--- src/rtl/djb_pkg.sv ---
// Shared types and constants for the triple-seed djb2 index block.
// Used by every module under rtl; depends on nothing.
package djb_pkg;

   // accumulator width default and lane count
   localparam int ACC_WIDTH_DEF = 64;
   localparam int NUM_LANES     = 3;
   localparam int IDX_W         = 32;
   localparam int KEY_W         = 8;
   localparam int CSR_W         = 32;
   localparam int QUEUE_DEPTH   = 2;

   // reset values of the configuration registers
   localparam logic [CSR_W-1:0] RST_SLOT_COUNT  = 32'd1024;
   localparam logic [CSR_W-1:0] RST_SEED_FIRST  = 32'd5381;
   localparam logic [CSR_W-1:0] RST_SEED_SECOND = 32'd7963;
   localparam logic [CSR_W-1:0] RST_SEED_THIRD  = 32'd9157;

   // djb2 multiplier 33 is a shift by this plus the value itself
   localparam int MIX_SHIFT = 5;

   // configuration register indexes
   typedef enum logic [1:0] {
      CSR_SLOT_COUNT  = 2'd0,
      CSR_SEED_FIRST  = 2'd1,
      CSR_SEED_SECOND = 2'd2,
      CSR_SEED_THIRD  = 2'd3
   } csr_index_type;

   // queue status seen by the producer and the consumer
   typedef struct packed {
      logic not_empty;
      logic not_full;
   } qstat_type;

endpackage

--- src/rtl/djb_front.sv ---
// Front end: takes key bytes and runs the three djb2 accumulators.
// Pushes the finished accumulators on a terminator; uses djb_pkg.
module djb_front import djb_pkg::*; #(
   parameter int ACC_WIDTH = ACC_WIDTH_DEF
) (
   input  logic                                 clock,
   input  logic                                 reset,
   input  logic                                 req_tvalid,
   output logic                                 req_tready,
   input  logic [KEY_W-1:0]                     req_tdata,
   input  logic [CSR_W-1:0]                     seed_first,
   input  logic [CSR_W-1:0]                     seed_second,
   input  logic [CSR_W-1:0]                     seed_third,
   input  qstat_type                            q_stat,
   output logic                                 push_valid,
   output logic [NUM_LANES-1:0][ACC_WIDTH-1:0]  push_data
);

   logic [NUM_LANES-1:0][ACC_WIDTH-1:0] acc_ff, acc_in;
   logic [NUM_LANES-1:0][ACC_WIDTH-1:0] seeds;
   logic [ACC_WIDTH-1:0]                addend;
   logic                                accept;
   logic                                is_term;

   assign req_tready = q_stat.not_full;
   assign accept     = req_tvalid && req_tready;
   assign is_term    = (req_tdata == '0);
   assign push_valid = accept && is_term;
   assign push_data  = acc_ff;

   // widen the seeds and sign-extend the byte
   assign seeds[0] = ACC_WIDTH'(seed_first);
   assign seeds[1] = ACC_WIDTH'(seed_second);
   assign seeds[2] = ACC_WIDTH'(seed_third);
   assign addend   = {{(ACC_WIDTH-KEY_W){req_tdata[KEY_W-1]}}, req_tdata};

   // mix each lane on a data byte, reload on a terminator
   always_comb begin
      acc_in = acc_ff;
      if (accept) begin
         for (int i = 0; i < NUM_LANES; i++) begin
            if (is_term) begin
               acc_in[i] = seeds[i];
            end else begin
               acc_in[i] = (acc_ff[i] << MIX_SHIFT) + acc_ff[i] + addend;
            end
         end
      end
   end

   always_ff @(posedge clock) begin
      if (reset) begin
         acc_ff[0] <= ACC_WIDTH'(RST_SEED_FIRST);
         acc_ff[1] <= ACC_WIDTH'(RST_SEED_SECOND);
         acc_ff[2] <= ACC_WIDTH'(RST_SEED_THIRD);
      end else begin
         acc_ff <= acc_in;
      end
   end

endmodule

--- src/rtl/djb_queue.sv ---
// Short queue of finished accumulator sets between front and back end.
// Uses djb_pkg for depth, lane count and the status struct.
module djb_queue import djb_pkg::*; #(
   parameter int ACC_WIDTH = ACC_WIDTH_DEF
) (
   input  logic                                 clock,
   input  logic                                 reset,
   input  logic                                 push,
   input  logic [NUM_LANES-1:0][ACC_WIDTH-1:0]  push_data,
   input  logic                                 pop,
   output logic [NUM_LANES-1:0][ACC_WIDTH-1:0]  pop_data,
   output qstat_type                            q_stat
);

   localparam int PTR_W = $clog2(QUEUE_DEPTH);
   localparam int CNT_W = $clog2(QUEUE_DEPTH + 1);

   logic [NUM_LANES-1:0][ACC_WIDTH-1:0] mem_ff [QUEUE_DEPTH];
   logic [PTR_W-1:0]                    wr_ptr_ff, wr_ptr_in;
   logic [PTR_W-1:0]                    rd_ptr_ff, rd_ptr_in;
   logic [CNT_W-1:0]                    count_ff, count_in;
   logic                                do_push, do_pop;

   assign q_stat.not_empty = (count_ff != '0);
   assign q_stat.not_full  = (count_ff != CNT_W'(QUEUE_DEPTH));
   assign do_push          = push && q_stat.not_full;
   assign do_pop           = pop && q_stat.not_empty;
   assign pop_data         = mem_ff[rd_ptr_ff];

   // advance pointers and the fill count
   always_comb begin
      wr_ptr_in = wr_ptr_ff;
      rd_ptr_in = rd_ptr_ff;
      count_in  = count_ff;
      if (do_push) begin
         wr_ptr_in = (wr_ptr_ff == PTR_W'(QUEUE_DEPTH - 1)) ? '0 : wr_ptr_ff + 1'b1;
      end
      if (do_pop) begin
         rd_ptr_in = (rd_ptr_ff == PTR_W'(QUEUE_DEPTH - 1)) ? '0 : rd_ptr_ff + 1'b1;
      end
      if (do_push && !do_pop) begin
         count_in = count_ff + 1'b1;
      end else if (do_pop && !do_push) begin
         count_in = count_ff - 1'b1;
      end
   end

   always_ff @(posedge clock) begin
      if (reset) begin
         wr_ptr_ff <= '0;
         rd_ptr_ff <= '0;
         count_ff  <= '0;
      end else begin
         wr_ptr_ff <= wr_ptr_in;
         rd_ptr_ff <= rd_ptr_in;
         count_ff  <= count_in;
      end
   end

   // store the pushed beat
   always_ff @(posedge clock) begin
      if (do_push) begin
         mem_ff[wr_ptr_ff] <= push_data;
      end
   end

endmodule

--- src/rtl/djb_mod.sv ---
// Back end: reduces three accumulators modulo the table size, one
// dividend bit per cycle in each lane, and holds the result; uses djb_pkg.
module djb_mod import djb_pkg::*; #(
   parameter int ACC_WIDTH = ACC_WIDTH_DEF
) (
   input  logic                                 clock,
   input  logic                                 reset,
   input  qstat_type                            q_stat,
   input  logic [NUM_LANES-1:0][ACC_WIDTH-1:0]  pop_data,
   output logic                                 pop,
   input  logic [CSR_W-1:0]                     slot_count,
   output logic                                 rsp_tvalid,
   input  logic                                 rsp_tready,
   output logic [NUM_LANES*IDX_W-1:0]           rsp_tdata
);

   localparam int CNT_W = (ACC_WIDTH > 1) ? $clog2(ACC_WIDTH) : 1;

   typedef enum logic [1:0] {
      ST_IDLE,
      ST_RUN,
      ST_OUT
   } state_type;

   state_type                           state_ff, state_in;
   logic [CNT_W-1:0]                    cnt_ff, cnt_in;
   logic [NUM_LANES-1:0][ACC_WIDTH-1:0] dvd_ff, dvd_in;
   logic [NUM_LANES-1:0][IDX_W-1:0]     rem_ff, rem_in;
   logic [NUM_LANES-1:0][IDX_W-1:0]     step_rem;
   logic [IDX_W-1:0]                    div_ff, div_in;
   logic [NUM_LANES*IDX_W-1:0]          rsp_data_ff, rsp_data_in;
   logic                                rsp_valid_ff, rsp_valid_in;
   logic [IDX_W:0]                      trial [NUM_LANES];

   assign rsp_tvalid = rsp_valid_ff;
   assign rsp_tdata  = rsp_data_ff;
   assign pop        = (state_ff == ST_IDLE) && q_stat.not_empty;

   // one restoring step per lane: shift in the next bit, subtract if it fits
   always_comb begin
      for (int i = 0; i < NUM_LANES; i++) begin
         trial[i] = {rem_ff[i], dvd_ff[i][ACC_WIDTH-1]};
         if (trial[i] >= {1'b0, div_ff}) begin
            step_rem[i] = IDX_W'(trial[i] - {1'b0, div_ff});
         end else begin
            step_rem[i] = trial[i][IDX_W-1:0];
         end
      end
   end

   // sequence load, iterate and hand over
   always_comb begin
      state_in     = state_ff;
      cnt_in       = cnt_ff;
      dvd_in       = dvd_ff;
      rem_in       = rem_ff;
      div_in       = div_ff;
      rsp_data_in  = rsp_data_ff;
      rsp_valid_in = rsp_valid_ff;
      case (state_ff)
         ST_IDLE: begin
            if (q_stat.not_empty) begin
               dvd_in   = pop_data;
               rem_in   = '0;
               div_in   = slot_count;
               cnt_in   = CNT_W'(ACC_WIDTH - 1);
               state_in = ST_RUN;
            end
         end
         ST_RUN: begin
            for (int i = 0; i < NUM_LANES; i++) begin
               dvd_in[i] = dvd_ff[i] << 1;
            end
            rem_in = step_rem;
            cnt_in = cnt_ff - 1'b1;
            if (cnt_ff == '0) begin
               // zero table size yields zero indices
               rsp_data_in  = (div_ff == '0) ? '0 : step_rem;
               rsp_valid_in = 1'b1;
               state_in     = ST_OUT;
            end
         end
         ST_OUT: begin
            if (rsp_tready) begin
               rsp_valid_in = 1'b0;
               state_in     = ST_IDLE;
            end
         end
         default: begin
            rsp_valid_in = 1'b0;
            state_in     = ST_IDLE;
         end
      endcase
   end

   always_ff @(posedge clock) begin
      if (reset) begin
         state_ff     <= ST_IDLE;
         rsp_valid_ff <= 1'b0;
      end else begin
         state_ff     <= state_in;
         rsp_valid_ff <= rsp_valid_in;
      end
      cnt_ff      <= cnt_in;
      dvd_ff      <= dvd_in;
      rem_ff      <= rem_in;
      div_ff      <= div_in;
      rsp_data_ff <= rsp_data_in;
   end

endmodule

--- src/rtl/triple_seed_djb2_index.sv ---
// Top level of the triple-seed djb2 index block: configuration registers,
// front end, queue and modulo back end; uses djb_pkg and all djb_ modules.
//
//   channel | dir | handshake             | payload
//   req     | in  | req_tvalid/req_tready | tdata[7:0] key_byte
//   rsp     | out | rsp_tvalid/rsp_tready | tdata index_first/second/third
//   csr     | in  | csr_wr_en             | csr_index, csr_wdata
//
// Key bytes are taken one per cycle.
// A zero byte queues the three sums; the restoring remainder unit, one lane
// per sum, then reduces each sum to its index one bit per cycle.
// The front end stalls only while the two-entry queue is full.
// Reset is synchronous and restores the register defaults and seeds.
module triple_seed_djb2_index import djb_pkg::*; #(
   parameter int ACC_WIDTH = ACC_WIDTH_DEF
) (
   input  logic                        clock,
   input  logic                        reset,
   input  logic                        req_tvalid,
   output logic                        req_tready,
   input  logic [KEY_W-1:0]            req_tdata,   // [7:0] key_byte
   output logic                        rsp_tvalid,
   input  logic                        rsp_tready,
   // [31:0] index_first, [63:32] index_second, [95:64] index_third
   output logic [NUM_LANES*IDX_W-1:0]  rsp_tdata,
   input  logic                        csr_wr_en,
   input  logic [1:0]                  csr_index,
   input  logic [CSR_W-1:0]            csr_wdata
);

   logic [CSR_W-1:0]                    slot_count_ff;
   logic [CSR_W-1:0]                    seed_first_ff;
   logic [CSR_W-1:0]                    seed_second_ff;
   logic [CSR_W-1:0]                    seed_third_ff;
   qstat_type                           q_stat;
   logic                                push_valid;
   logic                                pop;
   logic [NUM_LANES-1:0][ACC_WIDTH-1:0] push_data;
   logic [NUM_LANES-1:0][ACC_WIDTH-1:0] pop_data;

   // write configuration registers
   always_ff @(posedge clock) begin
      if (reset) begin
         slot_count_ff  <= RST_SLOT_COUNT;
         seed_first_ff  <= RST_SEED_FIRST;
         seed_second_ff <= RST_SEED_SECOND;
         seed_third_ff  <= RST_SEED_THIRD;
      end else if (csr_wr_en) begin
         case (csr_index_type'(csr_index))
            CSR_SLOT_COUNT:  slot_count_ff  <= csr_wdata;
            CSR_SEED_FIRST:  seed_first_ff  <= csr_wdata;
            CSR_SEED_SECOND: seed_second_ff <= csr_wdata;
            CSR_SEED_THIRD:  seed_third_ff  <= csr_wdata;
            default: ;
         endcase
      end
   end

   djb_front #(.ACC_WIDTH(ACC_WIDTH)) u_front (
      .clock       (clock),
      .reset       (reset),
      .req_tvalid  (req_tvalid),
      .req_tready  (req_tready),
      .req_tdata   (req_tdata),
      .seed_first  (seed_first_ff),
      .seed_second (seed_second_ff),
      .seed_third  (seed_third_ff),
      .q_stat      (q_stat),
      .push_valid  (push_valid),
      .push_data   (push_data)
   );

   djb_queue #(.ACC_WIDTH(ACC_WIDTH)) u_queue (
      .clock     (clock),
      .reset     (reset),
      .push      (push_valid),
      .push_data (push_data),
      .pop       (pop),
      .pop_data  (pop_data),
      .q_stat    (q_stat)
   );

   djb_mod #(.ACC_WIDTH(ACC_WIDTH)) u_mod (
      .clock      (clock),
      .reset      (reset),
      .q_stat     (q_stat),
      .pop_data   (pop_data),
      .pop        (pop),
      .slot_count (slot_count_ff),
      .rsp_tvalid (rsp_tvalid),
      .rsp_tready (rsp_tready),
      .rsp_tdata  (rsp_tdata)
   );

`ifndef NO_ASSERTIONS
   // a terminator never arrives while the queue is full
   a_no_overflow: assert property (@(posedge clock) disable iff (reset)
      push_valid |-> q_stat.not_full)
      else $error("terminator pushed into a full queue");

   // the back end only pops what is there
   a_no_underflow: assert property (@(posedge clock) disable iff (reset)
      pop |-> q_stat.not_empty)
      else $error("pop from an empty queue");

   // every index lies below a nonzero table size
   a_index_range: assert property (@(posedge clock) disable iff (reset)
      (rsp_tvalid && slot_count_ff != '0) |->
         (rsp_tdata[IDX_W-1:0] < slot_count_ff &&
          rsp_tdata[2*IDX_W-1:IDX_W] < slot_count_ff &&
          rsp_tdata[3*IDX_W-1:2*IDX_W] < slot_count_ff))
      else $error("index not below table size");

   // no result straight out of reset
   a_reset_quiet: assert property (@(posedge clock)
      $past(reset) |-> !rsp_tvalid)
      else $error("result valid right after reset");
`endif

endmodule
--- config.mk ---
export PLATFORM = sky130hd
export DESIGN_NAME = triple_seed_djb2_index
export DESIGN_NICKNAME = d
export VERILOG_FILES = /design/src/rtl/djb_pkg.sv /design/src/rtl/djb_front.sv /design/src/rtl/djb_queue.sv /design/src/rtl/djb_mod.sv /design/src/rtl/triple_seed_djb2_index.sv
export SDC_FILE = /design/constraint.sdc
export NUM_CORES = 2
export LEC_CHECK = 0
export ABC_AREA = 1
export BUFFER_PORTS_ARGS = -buffer_cell sky130_fd_sc_hd__buf_4
export CORE_MARGIN = 5
export CORE_UTILIZATION = 46
export DETAILED_ROUTE_END_ITERATION = 8
export PLACE_DENSITY_LB_ADDON = 0.1
export SLEW_MARGIN = 20
export SYNTH_ARGS = -nofsm -noshare
export SYNTH_HDL_FRONTEND = slang
export SYNTH_SLANG_ARGS = --single-unit
--- constraint.sdc ---
create_clock -name clock -period 18.15 [get_ports clock]
set_input_delay 5.445 -clock clock [delete_from_list [all_inputs] [get_ports clock]]
set_output_delay 5.445 -clock clock [all_outputs]
set_load 0.02 [all_outputs]
==> impl_metrics.csv <==
group,metric,value,unit
final_layout,final_area,76400,um2
setup_path,required,18.74,ns
synthesis,synth-seq-cells,1134,
setup_path,critPathKind,"input pin to flip-flop",
clock_tree,clock_latency,0.78,ns
synthesis,ys_warn_count,0,
floorplan,start_util,46.2,%
route,drc,0,
setup_path,cp.buffers_inverters,3,
setup_path,start_kind,"input pin",
pwr,power_density,218,nW/um2
final_layout,drive_above_1_share,5.05,%
setup_path,max_stage_delay,0.82,ns
placed_design,dpl.hpwl,165000,um
clock_tree,cts_root_buf,"clkbuf_16",
global_route,track_usage,28.0,%
floorplan,die_y,397,um
route,via_count,58500,
pwr,peakVddDrop,0.114,mV
route,wl_per_cell,20.4,um
route,ant_nets,0,
clock_tree,numCtsBuffers,130,
worst_hold_path,whs_path_depth,0,
final_layout,final_nets,9401,
sta,fin_crit_sh,49.6,%
synthesis,synthFlopType,"edfxtp_1",
setup_path,path_delay_family,"buffers and inverters",
synthesis,syn-cell-area,69000,um2
setup_path,crit_chain,"buf_8 -> buf_12 -> buf_4 -> fa_1 -> ha_1 -> nand2_1 -> nor2_1 -> nand2_1 -> nand3_1 -> nand2_1 -> nand2_1 -> nand2_1 -> nand2_1 -> nand2_1 -> nand3_1 -> a21oi_1",
global_route,grt_max_degree,110,
clock_tree,cts_tree,"yes",
placed_design,port_buffers,144,
clock_tree,path_clk_slew,0.06,ns
sta,timing.setup.tns,0,ns
setup_path,reg2reg_setup_slack,13.58,ns
sta,finalCriticalPeriod,9.00,ns
route,drtIter0Drc,4641,
setup_path,crit_top_cell,"nand2_1",
synthesis,synth_edf_count,806,
floorplan,fp-row-count,142,
synthesis,netlist_instances,8793,
synthesis,synth.distinct_cells,48,
final_layout,post-route-util,51.1,%
setup_path,critPathSlowestCell,"buf_4",
setup_path,crit_fanout,88,
synthesis,syn_avg_cell_area,7.84,um2
clock_tree,cts_max_level,4,
final_layout,final_cell_mix,"nand2_1 (2797), inv_1 (1166), nor2_1 (1001)",
setup_path,critPathArrivalTime,9.60,ns
setup_path,reg2reg_from,"u_queue.count_ff[0]",
sta,worst_slew_pin_slew,1.12,ns
floorplan,ios,145,
floorplan,die_w,397,um
global_route,first_global_vias,56300,
setup_path,rr_worst_depth,8,
sta,fmax,111,MHz
clock_tree,cts_buffer_depth,3,
sta,drv_slew,0,
sta,grt_setup_unrepaired,"no",
synthesis,async_reset_ff_share,0,%
clock_tree,post_cts_buffers,0,
worst_hold_path,hold_end,"u_mod.div_ff[16]",
final_layout,area_delta_synth_final,10.8,%
worst_hold_path,hp-start,"slot_count_ff[16]",
clock_tree,post_cts_resized,0,
setup_path,cp-end-kind,"flip-flop",
placed_design,gp_congestion,0.973,
clock_tree,holdBufCountCts,0,
synthesis,synth_nets,9319,
synthesis,seq_area_frac_synth,44.6,%
route,wl,225000,um
floorplan,die_area,158000,um2
worst_hold_path,hold_path_class,"flip-flop to flip-flop",
global_route,gr-total-overflow,0,
setup_path,timing.rr.end,"u_queue.mem_ff[0][184]",
run,cap_violations,0,
sta,max_slew_margin,25.6,%
pwr,leakagePower,0.0350,uW
global_route,antenna_found_initial,20,
global_route,grt_first_pass_wirelength,340000,um
sta,finalSetupViolCount,0,
sta,finalHoldViolations,0,
outcome,outcome,"completed",
route,first_pass_iters,6,
sta,skew,0.0467,ns
floorplan,core-area,149000,um2
route,drt-vias-per-instance,5.31,
placed_design,placedInstanceArea,72000,um2
final_layout,final_common_cell,"nand2_1",
clock_tree,cts_sinks,1134,
## worst reg2reg max path, delay by kind of cell, from the launching register on
kind                   cells  cell delay (ns)
buffers and inverters      4             1.93
and+or+nand+nor            4             1.80
DFF                        1             0.33
## per-layer routing
metal  GRT usage, %  routed length [um]  up-vias
met5              0                  27        -
met3           4.40               15200      340
met1           39.6              102000    27800
li1               -                   -    28600
met4           7.86                6390        4
met2           44.7              101000     1751
## cells in the mapped netlist, types with 62 or more instances
cell type  number  area [um2]
a21oi_1       818        4090
clkbuf_1      184         691
dfxtp_1       328        6570
edfxtp_1      806       24200
fa_1          180        3600
ha_1          299        3740
inv_1        1169        4390
nand2_1      2799       10500
nand3_1       346        1730
nand3b_1      142        1070
nor2_1       1007        3780
nor3_1         62         310
o21ai_0       225        1130
## kinds of logic (layout without fill, tap and decap cells)
family,Yosys count,count (layout),share of synthesized area (%)
xor gates and xnor gates,118,118,1.50
buffers and inverters,1416,1605,7.94
other,0,11,0
DFF,1134,1134,44.6
and+or+nand+nor,4463,4463,26.3
AOI/OAI and AO/OA,1183,1183,9.04
adders and majority gates,479,479,10.6
## power breakdown
part           switching (uW)  total, uW  internal (uW)
Sequential                557       4370           3810
Clock                    1110       2690           1580
Combinational            6580       9570           2990
## area by class of cell
cell class,instances,area [um2]
Antenna cell,11,27.5
Clock buffer,168,3570
Clock inverter,71,795
Fill cell,14700,73000
Inverter,1174,4420
Multi-Input combinational cell,6243,32800
Sequential cell,1134,30800
Tap cell,2016,2520
Timing Repair Buffer,192,1490
## per-stage QoR
step / hold WS, ns / power, uW / worst slack, ns / cells
2_1_floorplan: 0.403 / 11100 / 3.12 / 8793
3_3_place_gp: 0.409 / 13800 / 8.41 / 10800
3_5_place_dp: 0.407 / 13900 / 8.34 / 10800
4_1_cts: 0.417 / 16600 / 9.14 / 11000
5_1_grt: 0.431 / 18000 / 8.75 / 11000
6_report: 0.425 / 16600 / 9.15 / 11000
## how the worst max path moves through the flow
stage	from	to	slack, ns	depth (start not counted)
floorplan	req_tdata[6]	u_queue.mem_ff[1][0]	3.12	7
global route	req_tdata[7]	u_front.push_data[168]	8.75	16
detailed placement	req_tdata[7]	u_front.push_data[189]	8.34	18
CTS	req_tdata[7]	u_front.push_data[187]	9.14	16
global placement	req_tdata[6]	u_queue.mem_ff[0][183]	8.41	9
finish	req_tdata[7]	u_front.push_data[188]	9.15	16
## sequential cells by signal, indices dropped and copies added (netlist names), named ones only
| name | cells |
|---|---|
| u_front.push_data | 192 |
| u_mod.rsp_tdata | 96 |
| u_mod.div_ff | 32 |
| seed_third_ff | 32 |
| u_mod.cnt_ff | 6 |
| seed_first_ff | 32 |
| u_mod.rsp_tvalid | 1 |
| u_mod.state_ff | 2 |
| u_queue.count_ff | 2 |
| u_queue.mem_ff | 384 |
| slot_count_ff | 32 |
| u_queue.rd_ptr_ff | 1 |
| u_mod.dvd_ff | 192 |
| u_mod.rem_ff | 96 |
| seed_second_ff | 32 |
| u_queue.wr_ptr_ff | 1 |
Power figures use the tool's default switching activity.
